### config.mk
export PLATFORM = sky130hd
export DESIGN_NAME = key_debounce_event_fifo_core
export DESIGN_NICKNAME = d
export VERILOG_FILES = /design/src/rtl/core/kdef_pkg.sv /design/src/rtl/core/key_debounce_event_fifo_core.sv /design/src/rtl/core/kdef_ram.sv /design/src/rtl/core/kdef_timer_bank.sv
export SDC_FILE = /design/constraint.sdc
export NUM_CORES = 1
export LEC_CHECK = 0
export ABC_AREA = 1
export BUFFER_PORTS_ARGS = -buffer_cell sky130_fd_sc_hd__clkbuf_2
export CAP_MARGIN = 20
export CELL_PAD_IN_SITES_DETAIL_PLACEMENT = 0
export CELL_PAD_IN_SITES_GLOBAL_PLACEMENT = 1
export CORE_MARGIN = 2
export CORE_UTILIZATION = 50
export DETAILED_ROUTE_END_ITERATION = 16
export PLACE_DENSITY_LB_ADDON = 0.1
export REMOVE_ABC_BUFFERS = 1
export SETUP_SLACK_MARGIN = 0.05
export SYNTH_ARGS = -nofsm -noshare
export SYNTH_HDL_FRONTEND = slang
export SYNTH_SLANG_ARGS = --single-unit
### constraint.sdc
create_clock -name clk -period 8.72 [get_ports clk]
set_input_delay 0.872 -clock clk [delete_from_list [all_inputs] [get_ports clk]]
set_output_delay 0.872 -clock clk [all_outputs]
set_load 0.03 [all_outputs]
### src/rtl/core/kdef_pkg.sv
// ----------------------------------------------------------------------------
// kdef_pkg
// Types and constants of the key debounce and event FIFO block.
// ----------------------------------------------------------------------------
package kdef_pkg;

    // Fixed field widths.
    localparam int KEY_W    = 3;
    localparam int LEVELS_W = 8;
    localparam int TICKS_W  = 10;
    localparam int EVENT_W  = 4;

    // Debounce delay after reset.
    localparam logic [TICKS_W-1:0] DEBOUNCE_RESET = 10'd20;

    // Request operation codes.
    localparam logic [1:0] OP_TICK = 2'd0;
    localparam logic [1:0] OP_EDGE = 2'd1;
    localparam logic [1:0] OP_READ = 2'd2;

    // Sequencer states.
    typedef enum logic [3:0] {
        ST_IDLE   = 4'b0001,
        ST_EXEC   = 4'b0010,
        ST_SCAN   = 4'b0100,
        ST_FINISH = 4'b1000
    } state_t;

    // Commands from the sequencer to the countdown bank.
    typedef struct packed {
        logic load;
        logic step;
    } timer_cmd_t;

endpackage

### src/rtl/core/key_debounce_event_fifo_core.sv
// ----------------------------------------------------------------------------
// key_debounce_event_fifo_core
// Sequence: an edge, a read or an unused code passes from idle through the
// execute and finish states; a tick also scans the countdowns between them,
// visiting one key per cycle through the shared decrement and compare unit.
// Throughput: one request at a time; in_ready rises once the result is loaded.
// Reset: countdowns, armed flags and FIFO pointers clear, delay returns to 20;
// event storage is not cleared.
// ----------------------------------------------------------------------------
module key_debounce_event_fifo_core #(
    parameter int NUM_KEYS   = 8,
    parameter int FIFO_DEPTH = 128
) (
    input  logic                           clk,
    input  logic                           rst_n,
    input  logic                           in_valid,
    output logic                           in_ready,
    input  logic [1:0]                     operation,
    input  logic [kdef_pkg::KEY_W-1:0]     key_number,
    input  logic [kdef_pkg::LEVELS_W-1:0]  key_levels,
    output logic                           out_valid,
    input  logic                           out_ready,
    output logic                           read_valid,
    output logic [kdef_pkg::KEY_W-1:0]     read_key,
    output logic                           read_level,
    output logic                           fifo_empty,
    input  logic                           cfg_we,
    input  logic [kdef_pkg::TICKS_W-1:0]   cfg_wdata
);

    localparam int KW = (NUM_KEYS > 1) ? $clog2(NUM_KEYS) : 1;
    localparam int PW = (FIFO_DEPTH > 1) ? $clog2(FIFO_DEPTH) : 1;

    kdef_pkg::state_t                 state_reg, state_next;
    logic [kdef_pkg::TICKS_W-1:0]     debounce_reg;
    logic [1:0]                       op_reg;
    logic [kdef_pkg::KEY_W-1:0]       key_reg;
    logic [kdef_pkg::LEVELS_W-1:0]    levels_reg;
    logic [KW-1:0]                    scan_reg, scan_next;
    logic [PW-1:0]                    rp_reg, rp_next;
    logic [PW-1:0]                    wp_reg, wp_next;
    logic                             hit_reg, hit_next;
    logic                             out_valid_reg, out_valid_next;
    logic                             rd_valid_reg;
    logic [kdef_pkg::KEY_W-1:0]       rd_key_reg;
    logic                             rd_level_reg;
    logic                             empty_reg;

    kdef_pkg::timer_cmd_t             tcmd;
    logic [KW-1:0]                    timer_idx;
    logic                             fire;
    logic [31:0]                      key_ext;
    logic [31:0]                      scan_ext;
    logic                             key_in_range;
    logic                             level_bit;
    logic [PW-1:0]                    wp_inc;
    logic [PW-1:0]                    rp_inc;
    logic                             is_empty;
    logic                             is_full;
    logic                             push;
    logic                             pop;
    logic [kdef_pkg::EVENT_W-1:0]     push_data;
    logic [kdef_pkg::EVENT_W-1:0]     pop_data;
    logic                             slot_free;

    // Debounce delay register.
    always_ff @(posedge clk or negedge rst_n)
    begin
        if (!rst_n)
        begin
            debounce_reg <= kdef_pkg::DEBOUNCE_RESET;
        end
        else if (cfg_we)
        begin
            debounce_reg <= cfg_wdata;
        end
    end

    // Request capture.
    always_ff @(posedge clk)
    begin
        if (in_valid && in_ready)
        begin
            op_reg     <= operation;
            key_reg    <= key_number;
            levels_reg <= key_levels;
        end
    end

    // FIFO pointer arithmetic; the ring wraps at FIFO_DEPTH.
    assign wp_inc   = (wp_reg == PW'(FIFO_DEPTH - 1)) ? '0 : wp_reg + 1'b1;
    assign rp_inc   = (rp_reg == PW'(FIFO_DEPTH - 1)) ? '0 : rp_reg + 1'b1;
    assign is_empty = (rp_reg == wp_reg);
    assign is_full  = (wp_inc == rp_reg);

    // Key index checks and level sampling for the key under scan.
    assign key_ext      = 32'(key_reg);
    assign key_in_range = (key_ext < NUM_KEYS);
    assign scan_ext     = 32'(scan_reg);
    assign level_bit    = (scan_ext < kdef_pkg::LEVELS_W) ? levels_reg[scan_ext[2:0]] : 1'b0;
    assign push_data    = {scan_ext[kdef_pkg::KEY_W-1:0], level_bit};

    // Output slot is free when empty or being drained this cycle.
    assign slot_free = !out_valid_reg || out_ready;

    // Sequencer.
    always_comb
    begin
        state_next = state_reg;
        scan_next  = scan_reg;
        rp_next    = rp_reg;
        wp_next    = wp_reg;
        hit_next   = hit_reg;
        tcmd       = '0;
        timer_idx  = scan_reg;
        push       = 1'b0;
        pop        = 1'b0;

        unique case (state_reg)
            kdef_pkg::ST_IDLE:
            begin
                if (in_valid)
                begin
                    state_next = kdef_pkg::ST_EXEC;
                end
            end
            kdef_pkg::ST_EXEC:
            begin
                hit_next   = 1'b0;
                state_next = kdef_pkg::ST_FINISH;
                unique case (op_reg)
                    kdef_pkg::OP_TICK:
                    begin
                        scan_next  = '0;
                        state_next = kdef_pkg::ST_SCAN;
                    end
                    kdef_pkg::OP_EDGE:
                    begin
                        timer_idx = key_ext[KW-1:0];
                        tcmd.load = key_in_range;
                    end
                    kdef_pkg::OP_READ:
                    begin
                        if (!is_empty)
                        begin
                            pop      = 1'b1;
                            hit_next = 1'b1;
                            rp_next  = rp_inc;
                        end
                    end
                    default:
                    begin
                    end
                endcase
            end
            kdef_pkg::ST_SCAN:
            begin
                tcmd.step = 1'b1;
                if (fire && !is_full)
                begin
                    push    = 1'b1;
                    wp_next = wp_inc;
                end
                if (scan_reg == KW'(NUM_KEYS - 1))
                begin
                    state_next = kdef_pkg::ST_FINISH;
                end
                else
                begin
                    scan_next = scan_reg + 1'b1;
                end
            end
            kdef_pkg::ST_FINISH:
            begin
                if (slot_free)
                begin
                    state_next = kdef_pkg::ST_IDLE;
                end
            end
            default:
            begin
                state_next = kdef_pkg::ST_IDLE;
            end
        endcase
    end

    // Output register next state.
    always_comb
    begin
        out_valid_next = out_valid_reg;
        if ((state_reg == kdef_pkg::ST_FINISH) && slot_free)
        begin
            out_valid_next = 1'b1;
        end
        else if (out_ready)
        begin
            out_valid_next = 1'b0;
        end
    end

    // Control registers.
    always_ff @(posedge clk or negedge rst_n)
    begin
        if (!rst_n)
        begin
            state_reg     <= kdef_pkg::ST_IDLE;
            scan_reg      <= '0;
            rp_reg        <= '0;
            wp_reg        <= '0;
            hit_reg       <= 1'b0;
            out_valid_reg <= 1'b0;
        end
        else
        begin
            state_reg     <= state_next;
            scan_reg      <= scan_next;
            rp_reg        <= rp_next;
            wp_reg        <= wp_next;
            hit_reg       <= hit_next;
            out_valid_reg <= out_valid_next;
        end
    end

    // Result payload, loaded when the sequencer finishes a request.
    always_ff @(posedge clk)
    begin
        if ((state_reg == kdef_pkg::ST_FINISH) && slot_free)
        begin
            rd_valid_reg <= hit_reg;
            rd_key_reg   <= hit_reg ? pop_data[kdef_pkg::EVENT_W-1:1] : '0;
            rd_level_reg <= hit_reg ? pop_data[0] : 1'b0;
            empty_reg    <= is_empty;
        end
    end

    // Countdown bank with its shared decrement unit.
    kdef_timer_bank #(
        .NUM_KEYS (NUM_KEYS)
    ) u_timers (
        .clk        (clk),
        .rst_n      (rst_n),
        .cmd        (tcmd),
        .idx        (timer_idx),
        .load_value (debounce_reg),
        .fire       (fire)
    );

    // Event storage.
    kdef_ram #(
        .WIDTH (kdef_pkg::EVENT_W),
        .DEPTH (FIFO_DEPTH)
    ) u_events (
        .clk   (clk),
        .we    (push),
        .waddr (wp_reg),
        .wdata (push_data),
        .re    (pop),
        .raddr (rp_reg),
        .rdata (pop_data)
    );

    assign in_ready   = (state_reg == kdef_pkg::ST_IDLE);
    assign out_valid  = out_valid_reg;
    assign read_valid = rd_valid_reg;
    assign read_key   = rd_key_reg;
    assign read_level = rd_level_reg;
    assign fifo_empty = empty_reg;

endmodule

### src/rtl/core/kdef_ram.sv
// ----------------------------------------------------------------------------
// kdef_ram
// Generic single-write, single-read RAM with a registered read port.
// ----------------------------------------------------------------------------
module kdef_ram #(
    parameter int WIDTH = 4,
    parameter int DEPTH = 128
) (
    input  logic                                    clk,
    input  logic                                    we,
    input  logic [((DEPTH > 1) ? $clog2(DEPTH) : 1)-1:0] waddr,
    input  logic [WIDTH-1:0]                        wdata,
    input  logic                                    re,
    input  logic [((DEPTH > 1) ? $clog2(DEPTH) : 1)-1:0] raddr,
    output logic [WIDTH-1:0]                        rdata
);

    logic [WIDTH-1:0] mem_reg [DEPTH];
    logic [WIDTH-1:0] rdata_reg;

    // Write port.
    always_ff @(posedge clk)
    begin
        if (we)
        begin
            mem_reg[waddr] <= wdata;
        end
    end

    // Registered read port; the data holds until the next read.
    always_ff @(posedge clk)
    begin
        if (re)
        begin
            rdata_reg <= mem_reg[raddr];
        end
    end

    assign rdata = rdata_reg;

endmodule

### src/rtl/core/kdef_timer_bank.sv
// ----------------------------------------------------------------------------
// kdef_timer_bank
// Per-key debounce countdowns with one shared decrement and compare unit.
// ----------------------------------------------------------------------------
module kdef_timer_bank #(
    parameter int NUM_KEYS = 8
) (
    input  logic                                  clk,
    input  logic                                  rst_n,
    input  kdef_pkg::timer_cmd_t                  cmd,
    input  logic [((NUM_KEYS > 1) ? $clog2(NUM_KEYS) : 1)-1:0] idx,
    input  logic [kdef_pkg::TICKS_W-1:0]          load_value,
    output logic                                  fire
);

    logic [kdef_pkg::TICKS_W-1:0] count_reg [NUM_KEYS];
    logic [NUM_KEYS-1:0]          armed_reg;
    logic [kdef_pkg::TICKS_W-1:0] cur_count;
    logic                         expire;

    // Shared unit: compare the selected countdown against one.
    assign cur_count = count_reg[idx];
    assign expire    = (cur_count <= kdef_pkg::TICKS_W'(1));
    assign fire      = cmd.step && armed_reg[idx] && expire;

    // Load on an edge, count down or expire on a scan step.
    always_ff @(posedge clk or negedge rst_n)
    begin
        if (!rst_n)
        begin
            armed_reg <= '0;
            for (int i = 0; i < NUM_KEYS; i++)
            begin
                count_reg[i] <= '0;
            end
        end
        else if (cmd.load)
        begin
            count_reg[idx] <= load_value;
            armed_reg[idx] <= 1'b1;
        end
        else if (cmd.step && armed_reg[idx])
        begin
            if (expire)
            begin
                count_reg[idx] <= '0;
                armed_reg[idx] <= 1'b0;
            end
            else
            begin
                count_reg[idx] <= cur_count - kdef_pkg::TICKS_W'(1);
            end
        end
    end

endmodule

# [Word-level counts from Yosys, hierarchy flattened]
# Memory sizes are Yosys's and may differ from the RTL's. A register that Yosys moved wholly into a read port is not among the register bits.
# Index checks and enable logic that the tools add are counted.
[totals] register_bits=140 mem_bits_rw=512 input_bits=28 memories=1
[mem_list] name="u_events.mem_reg" words=128 width=4 read_ports=1 rd_clocked_by_memory_dff=1 wr=1 line="kdef_ram.sv:18" rtl="logic [WIDTH-1:0] mem_reg [DEPTH];"
[op_classes] n_addsub=4 order_cmp=8 n_eq_ne=16 mux=44 n_bitwise=7 n_reduce_logical=20
[ops] op="two-way mux 80 bit" count=3
[ops] op="bitwise mux 80 bit" count=2
[ops] op="bitwise AND 80 bit" count=1
[ops] op="NOT 80 bit" count=1
[ops] op="binary-select mux 10 bit (select 3 bit)" count=1
[ops] op="demux 10 bit (select 3 bit)" count=1
[ops] op="two-way mux 10 bit" count=3
[ops] op="two-way mux 8 bit" count=3
[ops] op="< comparator 3 x 4 -> 1 bit (second input constant)" count=4
[ops] op="two-way mux 1 bit" count=16
[ops] op="two-way mux 4 bit" count=4
[ops] op="case mux 4 bit (4 select lines)" count=1
[ops] op="adder 7 x 1 -> 7 bit (second input constant)" count=2
[ops] op="equality test 7 bit" count=2
[ops] op="equality test 7 bit (second input constant)" count=2
[ops] op="two-way mux 7 bit" count=2
[ops] op="two-way mux 3 bit" count=4
[ops] op="less-or-equal comparator 10 x 1 -> 1 bit (second input constant)" count=1
[ops] op="subtractor 10 x 1 -> 10 bit (second input constant)" count=1
[ops] op="AND reduction 3 bit" count=3
[ops] op="bitwise AND 8 bit" count=1
[ops] op="!= test 2 bit (second input constant)" count=4
[ops] op="NOT 8 bit" count=1
[ops] op="bitwise OR 8 bit" count=1
[ops] op="23 further kinds" count=35

# [Depth between registers and ports, before layout]
# Gate-level depths: netlist (run 1).
[logic_depth] ltp_word=14 mapped_depth=27

# [Hierarchy]
# Synthesis (run 1) repeated with hierarchy kept, for this count alone.
[hier_totals] cells_unflattened=3087 area_unflattened_um2=29961.2
[by_module_without_submodules] mod="kdef_ram" n_inst=1 cells_each=1886 area_per_inst_um2=21535.7 seq_area_each_um2=15494.9
[by_module_without_submodules] mod="kdef_timer_bank" n_inst=1 cells_each=919 area_per_inst_um2=5824.3 seq_area_each_um2=2202.1
[by_module_without_submodules] mod="key_debounce_event_fifo_core" n_inst=1 cells_each=282 area_per_inst_um2=2601.2 seq_area_each_um2=1400.1

# [Least setup slack after synthesis (run 1)]
# Ideal clock, no wire load.
[synth_timing] path_kind="reg2reg" from="reg scan_reg[0]" to="mem u_events.mem_reg[0][0], data pin" setup_time_ps=969 t_arrival_ps=6118 path_slack_ps=1633 path_stages_with_launch=5 cell_sequence="dfrtp_1 nor2_1 nor2_1 o21ai_0 a31oi_1"
[synth_via] elab_chain_len=3 word_cells_on_any_way=4
[synth_lines] element="start, declared" line="key_debounce_event_fifo_core.sv:39" rtl="logic [KW-1:0] scan_reg, scan_next;"
[synth_lines] element="start signal, assigned" line="key_debounce_event_fifo_core.sv:216" rtl="scan_reg <= scan_next;"
[synth_lines] element="binary-select mux 1 bit (select 3 bit)" line="key_debounce_event_fifo_core.sv:100" rtl="assign level_bit = (scan_ext < kdef_pkg::LEVELS_W) ? levels_reg[scan_ext[2:0]] : 1'b0;"
[synth_lines] element="two-way mux 1 bit (not written as such)" line="key_debounce_event_fifo_core.sv:100"
[synth_lines] element="two-way mux 1 bit *" line="key_debounce_event_fifo_core.sv:100"
[synth_lines] element="named net level_bit" line="key_debounce_event_fifo_core.sv:55" rtl="logic level_bit;"
[synth_lines] element="end, declared" line="kdef_ram.sv:18"
# Mark *: on every way through the listed nets, which the timed path passes. The rest lies on a longest branch. The select of a mux whose other input is x is not followed.

# [Worst setup path after layout (run 1)]
[layout_timing] from="reg scan_reg[0]" to="mem u_events.mem_reg[84][1], enable pin"
[layout_via] elab_chain_len=13 word_cells_on_any_way=16
[layout_lines] element="two-way mux 3 bit" line="key_debounce_event_fifo_core.sv:131" rtl="unique case (op_reg)"
[layout_lines] element="two-way mux 3 bit *" line="key_debounce_event_fifo_core.sv:119" rtl="unique case (state_reg)"
[layout_lines] element="NOT 3 -> 4 bit (not written as such)" line="kdef_timer_bank.sv:22" rtl="assign cur_count = count_reg[idx];"
[layout_lines] element="binary-select mux 10 bit (select 3 bit)" line="kdef_timer_bank.sv:22"
[layout_lines] element="two-way mux 10 bit (not written as such) (2 in series)" line="kdef_timer_bank.sv:22"
[layout_lines] element="less-or-equal comparator 10 x 1 -> 1 bit" line="kdef_timer_bank.sv:23" rtl="assign expire = (cur_count <= kdef_pkg::TICKS_W'(1));"
[layout_lines] element="logical AND 1 bit *" line="kdef_timer_bank.sv:24" rtl="assign fire = cmd.step && armed_reg[idx] && expire;"
[layout_lines] element="logical AND 1 bit *" line="key_debounce_event_fifo_core.sv:159" rtl="if (fire && !is_full)"
[layout_lines] element="two-way mux 1 bit *" line="key_debounce_event_fifo_core.sv:159"
[layout_lines] element="two-way mux 1 bit *" line="key_debounce_event_fifo_core.sv:119"
[layout_lines] element="two-way mux 1 bit *" line="kdef_ram.sv:24" rtl="if (we)"
[layout_lines] element="two-way mux 1 bit (not written as such) *" line="kdef_ram.sv:26" rtl="mem_reg[waddr] <= wdata;"
# Mark *: on every way between the ends. The rest lies on a longest branch, timed or not. The select of a mux whose other input is x is not followed.

==> impl_metrics.py, run 1 <==
metrics = {
    "cells_and_area": {
        "final_cell_mix": "edfxtp_1, nand2_1, nor2_1, o21ai_0, inv_1",
        "mostFrequentLayoutCell": "edfxtp_1",
        "nets": 2810,
        "seq_area_sq_mm": 0.0191,
        "drive_above_1_share_pct": 10.4,
        "multiInputGateArea_sq_mm": 0.00900,
        "n_antenna_cell": 0,
        "instances_no_fill": 3598,
        "largest_reg_flops": 512,
        "synthToLayoutAreaGrowth_pct": 10.1,
        "fill_cells": 5051,
    },
    "worst_setup_path": {
        "worst_setup_path_start_kind": "register",
        "path_cells": "inv_2 -> nand2_1 -> nand2_2 -> nand2_4 -> nand2_8 -> o21ai_0 -> nand2_1 -> nand2_1 -> nand2_1 -> nand2_1 -> ha_1 -> inv_1 -> nor2_2 -> nand2_1 -> nand2_4 -> nand2_4 -> inv_4 -> nand3_4 -> buf_4 -> nor3_1",
        "worst_setup_path_end_kind": "register",
        "cp_max_fo": 77,
        "cp.required_ns": 8.97,
        "critPathKind": "register to register",
        "reg2reg_slack_ns": 2.79,
        "cp_slowest_cell": "dfrtp_4",
        "cp_top_family": "simple AND/OR/NAND/NOR gates",
        "cp.arrival_ns": 6.18,
        "crit_path_max_incr_delay_ns": 1.00,
        "cp_common_cell": "nand2_1",
        "worst-path-buf-inv": 4,
    },
    "global_route": {
        "grtUsageTotal_pct": 28.0,
        "grt_pass1_wl_um": 129000,
        "overflow": 0,
        "grt_max_degree": 102,
        "grt_pass1_vias": 20923,
        "antenna_found_initial": 0,
    },
    "job": {
        "maxCapViolCount": 0,
    },
    "place": {
        "hpwl_um": 51500,
        "globalplace.congestion": 0.915,
        "io_buffer_count": 35,
        "dp_cells": 3467,
    },
    "drt": {
        "viasPerCell": 5.99,
        "drc": 0,
        "drtAntennaViolNets": 0,
        "drt_iter0_drc": 2190,
        "drt-total-wl_um": 83900,
        "first_pass_iters": 6,
        "vias": 21554,
        "wl_per_cell_um": 23.3,
    },
    "timing": {
        "slew_headroom_pct": 34.5,
        "tightest_slew_ns": 0.982,
        "holdWs_ns": 0.417,
        "clock_skew_ns": 0.0237,
        "max_freq_mhz": 168,
        "rsz0062_at_grt": "no",
        "finalMaxSlewViolations": 0,
        "setup_viol": 0,
        "period_share_pct": 68.1,
        "hold_viol": 0,
        "layout_min_cycle_time_ns": 5.93,
    },
    "power_and_ir_drop": {
        "p_switching_mw": 3.18,
        "comb_power_share_pct": 24.9,
        "clkPwrFrac_pct": 32.9,
        "p_per_area_mw_per_mm2": 283,
        "p_leak_nw": 12.2,
        "seqPwrFrac_pct": 42.2,
        "sw_frac_of_total_pct": 34.6,
        "p_int_mw": 6.00,
        "ir_worst_vdd_uv": 349,
    },
    "synthesis": {
        "synth_cells": 2797,
        "avgSynthCellArea_sq_um": 10.5,
        "yosysSeqAreaShare_pct": 64.9,
        "synth_seq_cells": 656,
        "synth.top_cells.by_area": "edfxtp_1, dfrtp_1, nand2_1, o21ai_0, nor2_1",
        "synth-async-reset-ratio_pct": 18.4,
        "syn_area_sq_mm": 0.0294,
        "synth_edf_count": 535,
        "ys_types": 49,
        "synth_top_area_share_pct": 54.6,
        "ys_warn_count": 0,
        "synthFlopType": "edfxtp_1",
        "synth_top_area_cell": "edfxtp_1",
    },
    "die": {
        "chipWidth_um": 247,
        "fp.dieArea_sq_mm": 0.0608,
        "start_util_pct": 50.8,
        "num_io_pins": 36,
        "die_h_um": 247,
        "core-area_sq_mm": 0.0579,
        "rows": 88,
    },
    "hold_path": {
        "hp-class": "primary input to asynchronous set/reset pin",
    },
    "clock_tree": {
        "clk_pin_slew_worst_paths_ns": 0.06,
        "cts_tree": "done",
        "cts-resized-gates": 0,
        "clk_path_buf_depth": 3,
        "hold_buffers": 0,
        "root_buffer": "clkbuf_16",
        "post_cts_buffers": 0,
        "clock_latency_ns": 0.62,
        "numCtsBuffers": 71,
        "cts.sinks": 656,
        "cts_max_level": 3,
    },
    "outcome": {
        "status": "completed",
    },
}
## per-stage QoR
stage	total power, mW	setup slack (ns)	util (%)	cell area [sq um]	TNS [ns]
after floorplan	5.32	-1.68	-	28700	-9.72
after global placement	6.22	2.95	52.0	30100	0
after detailed placement	6.19	2.86	52.0	30100	0
after CTS	9.20	2.83	55.9	32400	0
after global routing	9.57	2.44	56.0	32400	0
final	9.18	2.79	56.0	32400	0
## metal layers
layer,vias to the layer above,part of all wire (%),track usage (%)
li1,9846,-,-
met1,10633,44,40.3
met2,927,46,43.9
met3,148,7.5,5.04
met4,0,2.3,7.25
met5,-,0,0
## cell type report
class	count	area share (%)
clock buffers	85	5.87
multi-input cells	1816	27.8
repair buffers	64	1.22
inverters	167	1.96
clock inverters	45	1.25
flip-flops and latches	656	59.0
well taps	765	2.95
## cells in the mapped netlist, types with 11 or more instances
library cell,n
buf_6,12
buf_2,11
nand3_1,135
dfrtp_1,118
clkbuf_1,122
a21oi_1,36
nor3_1,61
o221ai_1,52
inv_2,13
nand4_1,24
nand2_2,12
o21ai_0,354
nor3_2,62
o211ai_1,14
o21ai_1,12
inv_1,146
nand2_1,514
o22ai_1,89
nor2_1,375
edfxtp_1,535
## power by group through the flow
| stage | Clock [mW] | Sequential, mW | Combinational, mW |
|---|---|---|---|
| after floorplan | 0 | 3.98 | 1.34 |
| after global routing | 3.18 | 3.89 | 2.50 |
| final | 3.02 | 3.88 | 2.29 |
| after detailed placement | 0 | 3.94 | 2.25 |
| after global placement | 0 | 3.94 | 2.27 |
| after CTS | 3.06 | 3.88 | 2.26 |
## worst reg2reg max path: cells and delay by family (launching register included)
kind	cells	cell delay (ns)
and+or+nand+nor	14	2.92
AOI/OAI and AO/OA	1	0.30
DFF	1	1.00
buffers and inverters	4	1.15
adders and majority gates	1	0.19
## logic make-up after synthesis
family / share of synthesized area (%)
simple gates: 18.6
flops: 64.9
compound gates: 11.1
buf+inv: 4.65
xor+xnor: 0.417
fa+ha+maj: 0.255
mux: 0.0383
## final timing paths
path | to | from | cells past startpoint
hold / removal | debounce_reg[8]$_DFFE_PN0P_ | rst_n | 1
hold reg to reg | u_timers.count_reg[64]$_DFFE_PN0P_ | u_timers.count_reg[64]$_DFFE_PN0P_ | 2
setup reg to reg | u_events.mem_reg[84][1]$_DFFE_PP_ | scan_reg[0]$_DFFE_PN0P_ | 20
max in group asynchronous | u_timers.count_reg[50]$_DFFE_PN0P_ | rst_n | 2
min in group clk | key_reg[2]$_DFFE_PP_ | key_number[2] | 1
setup / recovery | u_events.mem_reg[84][1]$_DFFE_PP_ | scan_reg[0]$_DFFE_PN0P_ | 20
Power figures use the tool's default switching activity.
==> run 2: changes to the inputs <==
--- a/config.mk
+++ b/config.mk
@@ -5,13 +5,13 @@
 export SDC_FILE = /design/constraint.sdc
 export NUM_CORES = 1
 export LEC_CHECK = 0
-export ABC_AREA = 1
+export ABC_AREA = 0
 export BUFFER_PORTS_ARGS = -buffer_cell sky130_fd_sc_hd__clkbuf_2
 export CAP_MARGIN = 20
 export CELL_PAD_IN_SITES_DETAIL_PLACEMENT = 0
 export CELL_PAD_IN_SITES_GLOBAL_PLACEMENT = 1
 export CORE_MARGIN = 2
-export CORE_UTILIZATION = 50
+export CORE_UTILIZATION = 49
 export DETAILED_ROUTE_END_ITERATION = 16
 export PLACE_DENSITY_LB_ADDON = 0.1
 export REMOVE_ABC_BUFFERS = 1
==> constraint.sdc (replaced) <==
create_clock -name clk -period 4.9 [get_ports clk]
set_input_delay 0.49 -clock clk [delete_from_list [all_inputs] [get_ports clk]]
set_output_delay 0.49 -clock clk [all_outputs]
set_load 0.03 [all_outputs]
==> impl_metrics.py, run 2 <==
metrics = {
    "die": {
        "start_util_pct": 49.4,
        "num_io_pins": 36,
        "die_h_um": 242,
        "fp.dieArea_sq_mm": 0.0585,
        "rows": 87,
        "chipWidth_um": 242,
        "core-area_sq_mm": 0.0562,
    },
    "global_route": {
        "grtUsageTotal_pct": 23.9,
        "grt_pass1_vias": 15841,
        "overflow": 0,
        "grt_pass1_wl_um": 104000,
        "antenna_found_initial": 1,
        "grt_max_degree": 129,
    },
    "cells_and_area": {
        "multiInputGateArea_sq_mm": 0.00814,
        "seq_area_sq_mm": 0.0191,
        "fill_cells": 4500,
        "largest_reg_flops": 512,
        "final_cell_mix": "edfxtp_1, nor2_1, mux4_2, dfrtp_1, a21oi_1",
        "nets": 1816,
        "mostFrequentLayoutCell": "edfxtp_1",
        "synthToLayoutAreaGrowth_pct": 13.1,
        "drive_above_1_share_pct": 24.4,
    },
    "power_and_ir_drop": {
        "p_switching_mw": 4.16,
        "clkPwrFrac_pct": 34.9,
        "comb_power_share_pct": 18.2,
        "p_per_area_mw_per_mm2": 464,
        "p_int_mw": 10.4,
        "sw_frac_of_total_pct": 28.5,
        "p_leak_nw": 10.2,
        "seqPwrFrac_pct": 46.8,
        "ir_worst_vdd_uv": 511,
    },
    "synthesis": {
        "synth-async-reset-ratio_pct": 18.4,
        "syn_area_sq_mm": 0.0277,
        "synthFlopType": "edfxtp_1",
        "ys_types": 81,
        "synth_common_cells": "edfxtp_1, nor2_1, mux4_2, dfrtp_1, a21oi_1",
        "avgSynthCellArea_sq_um": 16.4,
        "synth_seq_cells": 656,
        "ys_warn_count": 0,
        "synth_top_area_cell": "edfxtp_1",
        "synth_cells": 1693,
        "synth_top_area_share_pct": 57.9,
        "synth.most_common_cell": "edfxtp_1",
        "synth.top_cells.by_area": "edfxtp_1, mux4_2, dfrtp_1, nor2_1, a21oi_1",
        "synth_edf_count": 535,
        "yosysSeqAreaShare_pct": 68.8,
    },
    "drt": {
        "drt-total-wl_um": 68800,
        "drtAntennaViolNets": 0,
        "wl_met2_um": 32600,
        "wl_per_cell_um": 26.6,
        "wl_met1_um": 30000,
        "vias": 15570,
        "drc": 0,
        "drt_iter0_drc": 1449,
        "first_pass_iters": 5,
        "top_layer_used": "met4",
        "dr_wl_met3_um": 4490,
        "viasPerCell": 6.01,
    },
    "worst_setup_path": {
        "r2r_end": "u_events.mem_reg[26][3]$_DFFE_PP_",
        "r2r_start": "state_reg[3]$_DFFE_PN0P_",
        "cp_slowest_cell": "or4b_1",
        "cp_common_cell": "nor2_1",
        "reg2reg_slack_ns": 0.21,
        "cp.required_ns": 5.16,
        "reg2reg_depth": 13,
        "crit_path_max_incr_delay_ns": 0.59,
        "path_cells": "or4b_1 -> buf_12 -> nor3_1 -> buf_4 -> nor2_1 -> o211ai_1 -> ha_1 -> nor2_1 -> nor4_4 -> nand2b_2 -> or4b_1 -> buf_4 -> nor2_1",
        "worst_setup_path_end_kind": "register",
        "worst_setup_path_start_kind": "register",
        "cp_max_fo": 32,
        "cp.arrival_ns": 4.94,
        "critPathKind": "register to register",
    },
    "hold_path": {
        "min_from": "key_levels[0]",
        "hp-class": "primary input to register",
        "hold_end": "levels_reg[0]$_DFFE_PP_",
        "hold_depth": 1,
    },
    "clock_tree": {
        "cts_max_level": 3,
        "cts.sinks": 656,
        "clk_path_buf_depth": 3,
        "numCtsBuffers": 69,
        "root_buffer": "clkbuf_16",
        "clock_latency_ns": 0.62,
        "clk_pin_slew_worst_paths_ns": 0.06,
        "cts_tree": "done",
    },
    "timing": {
        "hold_viol": 0,
        "tightest_slew_ns": 1.01,
        "rsz0062_at_grt": "no",
        "finalMaxSlewViolations": 0,
        "fin_ws_ns": 0.215,
        "layout_min_cycle_time_ns": 4.69,
        "setup_viol": 0,
        "slew_headroom_pct": 32.9,
        "period_share_pct": 95.6,
        "clock_skew_ns": 0.0216,
        "timing.setup.tns_ns": 0,
        "max_freq_mhz": 213,
    },
    "place": {
        "hpwl_um": 44800,
        "globalplace.congestion": 0.914,
        "io_buffer_count": 35,
        "place_ws_ns": 0.265,
    },
    "outcome": {
        "status": "completed",
    },
    "job": {
        "maxCapViolCount": 0,
    },
}
==> run 2: cell type report <==
cell class / instances / share of cell area [%]
Clock inverter: 31 / 0.901
Inverter: 32 / 0.383
Timing Repair Buffer: 119 / 2.77
Antenna cell: 1 / 0.00797
Multi-Input combinational cell: 904 / 25.9
Clock buffer: 92 / 6.07
Sequential cell: 656 / 60.9
Tap cell: 756 / 3.01
==> run 2: per-stage QoR <==
step | power (mW) | instance area, sq um | util, % | hold WS [ns] | std cells
floorplan | 8.49 | 27300 | - | 0.194 | 1592
global route | 15.1 | 31400 | 55.9 | 0.0334 | 2590
CTS | 14.7 | 31400 | 55.8 | 0.0224 | 2587
finish | 14.6 | 31400 | 55.9 | 0.0523 | 2591
global placement | 9.59 | 29200 | 51.9 | 0.479 | 2463
detailed placement | 9.58 | 29200 | 51.9 | 0.493 | 2463
==> run 2: how the worst max path moves through the flow <==
stage | start | endpoint | slack [ns] | depth (start not counted)
6_report | state_reg[3]$_DFFE_PN0P_ | u_events.mem_reg[26][3]$_DFFE_PP_ | 0.21 | 13
4_1_cts | state_reg[3]$_DFFE_PN0P_ | u_events.mem_reg[6][1]$_DFFE_PP_ | 0.24 | 14
5_1_grt | state_reg[3]$_DFFE_PN0P_ | u_events.mem_reg[90][2]$_DFFE_PP_ | 0.04 | 13
2_1_floorplan | rp_reg[0]$_DFFE_PN0P_ | u_events.rdata[0]$_DFFE_PP_ | -2.28 | 4
3_5_place_dp | state_reg[3]$_DFFE_PN0P_ | u_events.mem_reg[4][3]$_DFFE_PP_ | 0.27 | 13
3_3_place_gp | state_reg[3]$_DFFE_PN0P_ | u_events.mem_reg[6][3]$_DFFE_PP_ | 0.31 | 14
==> run 2: cell families (layout without fill, tap and decap cells) <==
group | Yosys count | count (layout) | share of synthesized area [%]
fa+ha+maj | 6 | 6 | 0.271
mux | 204 | 204 | 15.1
simple gates | 422 | 422 | 7.03
other cells | 0 | 1 | 0
xor+xnor | 25 | 25 | 0.789
buf+inv | 133 | 274 | 1.99
flops | 656 | 656 | 68.8
compound gates | 247 | 247 | 5.96
==> run 2: what timing repair did <==
item,4_1_cts,5_1_grt
setup endpoints to repair,0,114
hold buffers,1,0
resized for setup,0,6
endpoints found under the hold margin,43,0
buffers inserted,0,1
==> run 2: per-layer routing <==
metal | GRT usage [%] | vias to the layer above
met3 | 4.53 | 121
li1 | - | 6844
met2 | 37.7 | 544
met5 | 0 | -
met4 | 7.28 | 0
met1 | 34.3 | 8061
==> run 2: worst max-delay path, delay by kind of cell, from the launching register on <==
family,cells,cell delay [ns]
AOI/OAI and AO/OA,1,0.37
adders and majority gates,1,0.28
and+or+nand+nor,8,2.58
buffers and inverters,3,0.61
DFF,1,0.45
==> run 2: power groups by stage <==
stage / sequential, mW / clock (mW) / combinational [mW]
after floorplan: 7.04 / 0 / 1.45
after global placement: 6.93 / 0 / 2.66
after detailed placement: 6.94 / 0 / 2.64
after CTS: 6.82 / 5.19 / 2.65
after global routing: 6.85 / 5.40 / 2.89
final: 6.83 / 5.09 / 2.66
==> run 3: changes to the inputs <==
--- a/config.mk
+++ b/config.mk
@@ -5,17 +5,18 @@
 export SDC_FILE = /design/constraint.sdc
 export NUM_CORES = 1
 export LEC_CHECK = 0
-export ABC_AREA = 0
+export ABC_AREA = 1
 export BUFFER_PORTS_ARGS = -buffer_cell sky130_fd_sc_hd__clkbuf_2
 export CAP_MARGIN = 20
 export CELL_PAD_IN_SITES_DETAIL_PLACEMENT = 0
 export CELL_PAD_IN_SITES_GLOBAL_PLACEMENT = 1
 export CORE_MARGIN = 2
-export CORE_UTILIZATION = 49
+export CORE_UTILIZATION = 50
 export DETAILED_ROUTE_END_ITERATION = 16
 export PLACE_DENSITY_LB_ADDON = 0.1
 export REMOVE_ABC_BUFFERS = 1
 export SETUP_SLACK_MARGIN = 0.05
+export SKIP_LAST_GASP = 1
 export SYNTH_ARGS = -nofsm -noshare
 export SYNTH_HDL_FRONTEND = slang
 export SYNTH_SLANG_ARGS = --single-unit
==> constraint.sdc (replaced) <==
create_clock -name clk -period 4.8 [get_ports clk]
set_input_delay 0.48 -clock clk [delete_from_list [all_inputs] [get_ports clk]]
set_output_delay 0.48 -clock clk [all_outputs]
set_load 0.03 [all_outputs]
==> impl_metrics.py, run 3 (same netlist as run 1, synthesis figures left out) <==
metrics = {
    "outcome": {
        "status": "completed",
    },
    "power_and_ir_drop": {
        "p_switching_mw": 5.65,
        "clkPwrFrac_pct": 33.3,
        "seqPwrFrac_pct": 41.3,
        "p_int_mw": 11.1,
        "sw_frac_of_total_pct": 33.8,
        "power_mw": 16.7,
        "p_per_area_mw_per_mm2": 512,
        "comb_power_share_pct": 25.4,
        "ir_worst_vdd_uv": 403,
        "p_leak_nw": 12.4,
    },
    "cells_and_area": {
        "mostFrequentLayoutCell": "edfxtp_1",
        "instances_no_fill": 3610,
        "drive_above_1_share_pct": 11.0,
        "synthToLayoutAreaGrowth_pct": 11.1,
        "nets": 2826,
        "final_util_pct": 56.4,
        "final_cell_area_sq_mm": 0.0327,
        "largest_reg_flops": 512,
        "n_antenna_cell": 0,
        "final_cell_mix": "edfxtp_1, nand2_1, nor2_1, o21ai_0, inv_1",
        "fill_cells": 5008,
    },
    "global_route": {
        "antenna_found_initial": 0,
        "grt_pass1_wl_um": 127000,
        "grt_max_degree": 130,
        "grtUsageTotal_pct": 27.7,
        "grt_pass1_vias": 21401,
        "overflow": 0,
    },
    "drt": {
        "viasPerCell": 5.95,
        "drtAntennaViolNets": 0,
        "drt-total-wl_um": 83600,
        "first_pass_iters": 5,
        "drc": 0,
        "vias": 21477,
        "wl_per_cell_um": 23.2,
        "drt_iter0_drc": 2086,
    },
    "place": {
        "hpwl_um": 51800,
        "dpl_cell_area_sq_mm": 0.0303,
        "dp_cells": 3482,
        "globalplace.congestion": 0.894,
        "io_buffer_count": 35,
    },
    "timing": {
        "max_freq_mhz": 230,
        "holdWs_ns": 0.0390,
        "clock_skew_ns": 0.0183,
        "rsz0062_at_grt": "no",
        "tightest_slew_ns": 1.08,
        "slew_headroom_pct": 28.1,
        "layout_min_cycle_time_ns": 4.35,
        "hold_viol": 0,
        "setup_viol": 0,
        "period_share_pct": 90.6,
        "finalMaxSlewViolations": 0,
    },
    "worst_setup_path": {
        "path_cells": "nor2_1 -> nand2_2 -> nand2_4 -> nand2_8 -> o21ai_0 -> nand2_1 -> nand2_1 -> nand2_1 -> nand2_1 -> ha_1 -> inv_1 -> nor2_2 -> nand2_1 -> nand2_4 -> nand2_4 -> inv_4 -> nand3_4 -> buf_4 -> nor3_1",
        "cp.arrival_ns": 4.59,
        "cp_common_cell": "nand2_1",
        "worst_setup_path_start_kind": "register",
        "crit_path_max_incr_delay_ns": 0.54,
        "worst_setup_path_end_kind": "register",
        "cp.required_ns": 5.05,
        "cp_max_fo": 54,
        "cp_slowest_cell": "nor3_1",
        "cp_top_family": "simple AND/OR/NAND/NOR gates",
        "worst-path-buf-inv": 3,
        "critPathKind": "register to register",
    },
    "die": {
        "start_util_pct": 50.8,
        "num_io_pins": 36,
        "die_h_um": 247,
        "core-area_sq_mm": 0.0579,
        "fp.dieArea_sq_mm": 0.0608,
        "chipWidth_um": 247,
        "rows": 88,
    },
    "clock_tree": {
        "cts_max_level": 3,
        "cts.sinks": 656,
        "root_buffer": "clkbuf_16",
        "clk_pin_slew_worst_paths_ns": 0.06,
        "cts_tree": "done",
        "clk_path_buf_depth": 3,
        "clock_latency_ns": 0.62,
        "numCtsBuffers": 71,
    },
    "job": {
        "maxCapViolCount": 0,
    },
    "hold_path": {
        "hp-class": "primary input to register",
    },
}
==> run 3: changes by cell type in the layout (fill, tap and decap cells not counted), moves of 84 or more <==
| cell | change |
|---|---|
| inv_1 | +114 |
| mux4_2 | -170 |
| nand2_1 | +456 |
| nand3_1 | +108 |
| nor2_1 | +141 |
| o21ai_0 | +318 |
| o22ai_1 | +84 |
==> run 3: worst register-to-register path, cell delays in order (launching register included) <==
cell and delay [ns]:
dfrtp_1 0.39, nor2_1 0.22, nand2_2 0.16, nand2_4 0.29, nand2_8 0.27, o21ai_0 0.24
nand2_1 0.07, nand2_1 0.10, nand2_1 0.05, nand2_1 0.13, ha_1 0.19, inv_1 0.07
nor2_2 0.14, nand2_1 0.13, nand2_4 0.18, nand2_4 0.07, inv_4 0.17, nand3_4 0.09
buf_4 0.43, nor3_1 0.59
==> run 3: area by class of cell <==
cell class,count,area (sq um),share of cell area [%]
Clock inverter,35,390,1.19
Multi-Input combinational cell,1816,9000,27.5
Tap cell,765,957,2.93
Sequential cell,656,19100,58.5
Inverter,167,636,1.94
Timing Repair Buffer,80,613,1.88
Clock buffer,91,1980,6.05
==> run 3: path summary, 6_finish.rpt <==
kind                                                    startpoint                            endpoint  slack [ns]  cells after the start
max in group asynchronous                                    rst_n         debounce_reg[4]$_DFFE_PN1P_        3.43                      3
worst max register to register            state_reg[3]$_DFFE_PN0P_  u_events.mem_reg[124][3]$_DFFE_PP_        0.45                     19
min in group asynchronous                                    rst_n             scan_reg[0]$_DFFE_PN0P_        0.48                      2
worst min-delay path                                 key_levels[4]             levels_reg[4]$_DFFE_PP_        0.04                      1
worst max-delay path                      state_reg[3]$_DFFE_PN0P_  u_events.mem_reg[124][3]$_DFFE_PP_        0.45                     19
worst min register to register  u_timers.count_reg[35]$_DFFE_PN0P_  u_timers.count_reg[35]$_DFFE_PN0P_        0.48                      2
==> run 3: metrics by stage <==
stage | setup slack [ns] | setup TNS [ns]
2_1_floorplan | -5.60 | -765.72
4_1_cts | 0.444 | 0
3_5_place_dp | 0.475 | 0
5_1_grt | 0.112 | 0
3_3_place_gp | 0.614 | 0
6_report | 0.453 | 0
==> run 3: timing repair <==
action,CTS,global route
hold endpoints to repair,52,0
hold buffers,1,0
endpoints found under the setup margin,0,4
buffers inserted,0,0
gates resized for setup,0,1
==> run 3: power groups by stage <==
stage / clock, mW / combinational [mW] / sequential [mW]
after detailed placement: 0 / 4.18 / 7.02
after floorplan: 0 / 2.44 / 7.23
after global routing: 5.87 / 4.67 / 6.93
after CTS: 5.64 / 4.20 / 6.91
after global placement: 0 / 4.20 / 7.03
final: 5.58 / 4.24 / 6.91
==> run 3: routing by layer <==
layer	share of wire (%)	global-route usage [%]
met5	0	0
met4	2.9	9.67
met3	6.6	3.97
met2	46	43.7
met1	45	39.5
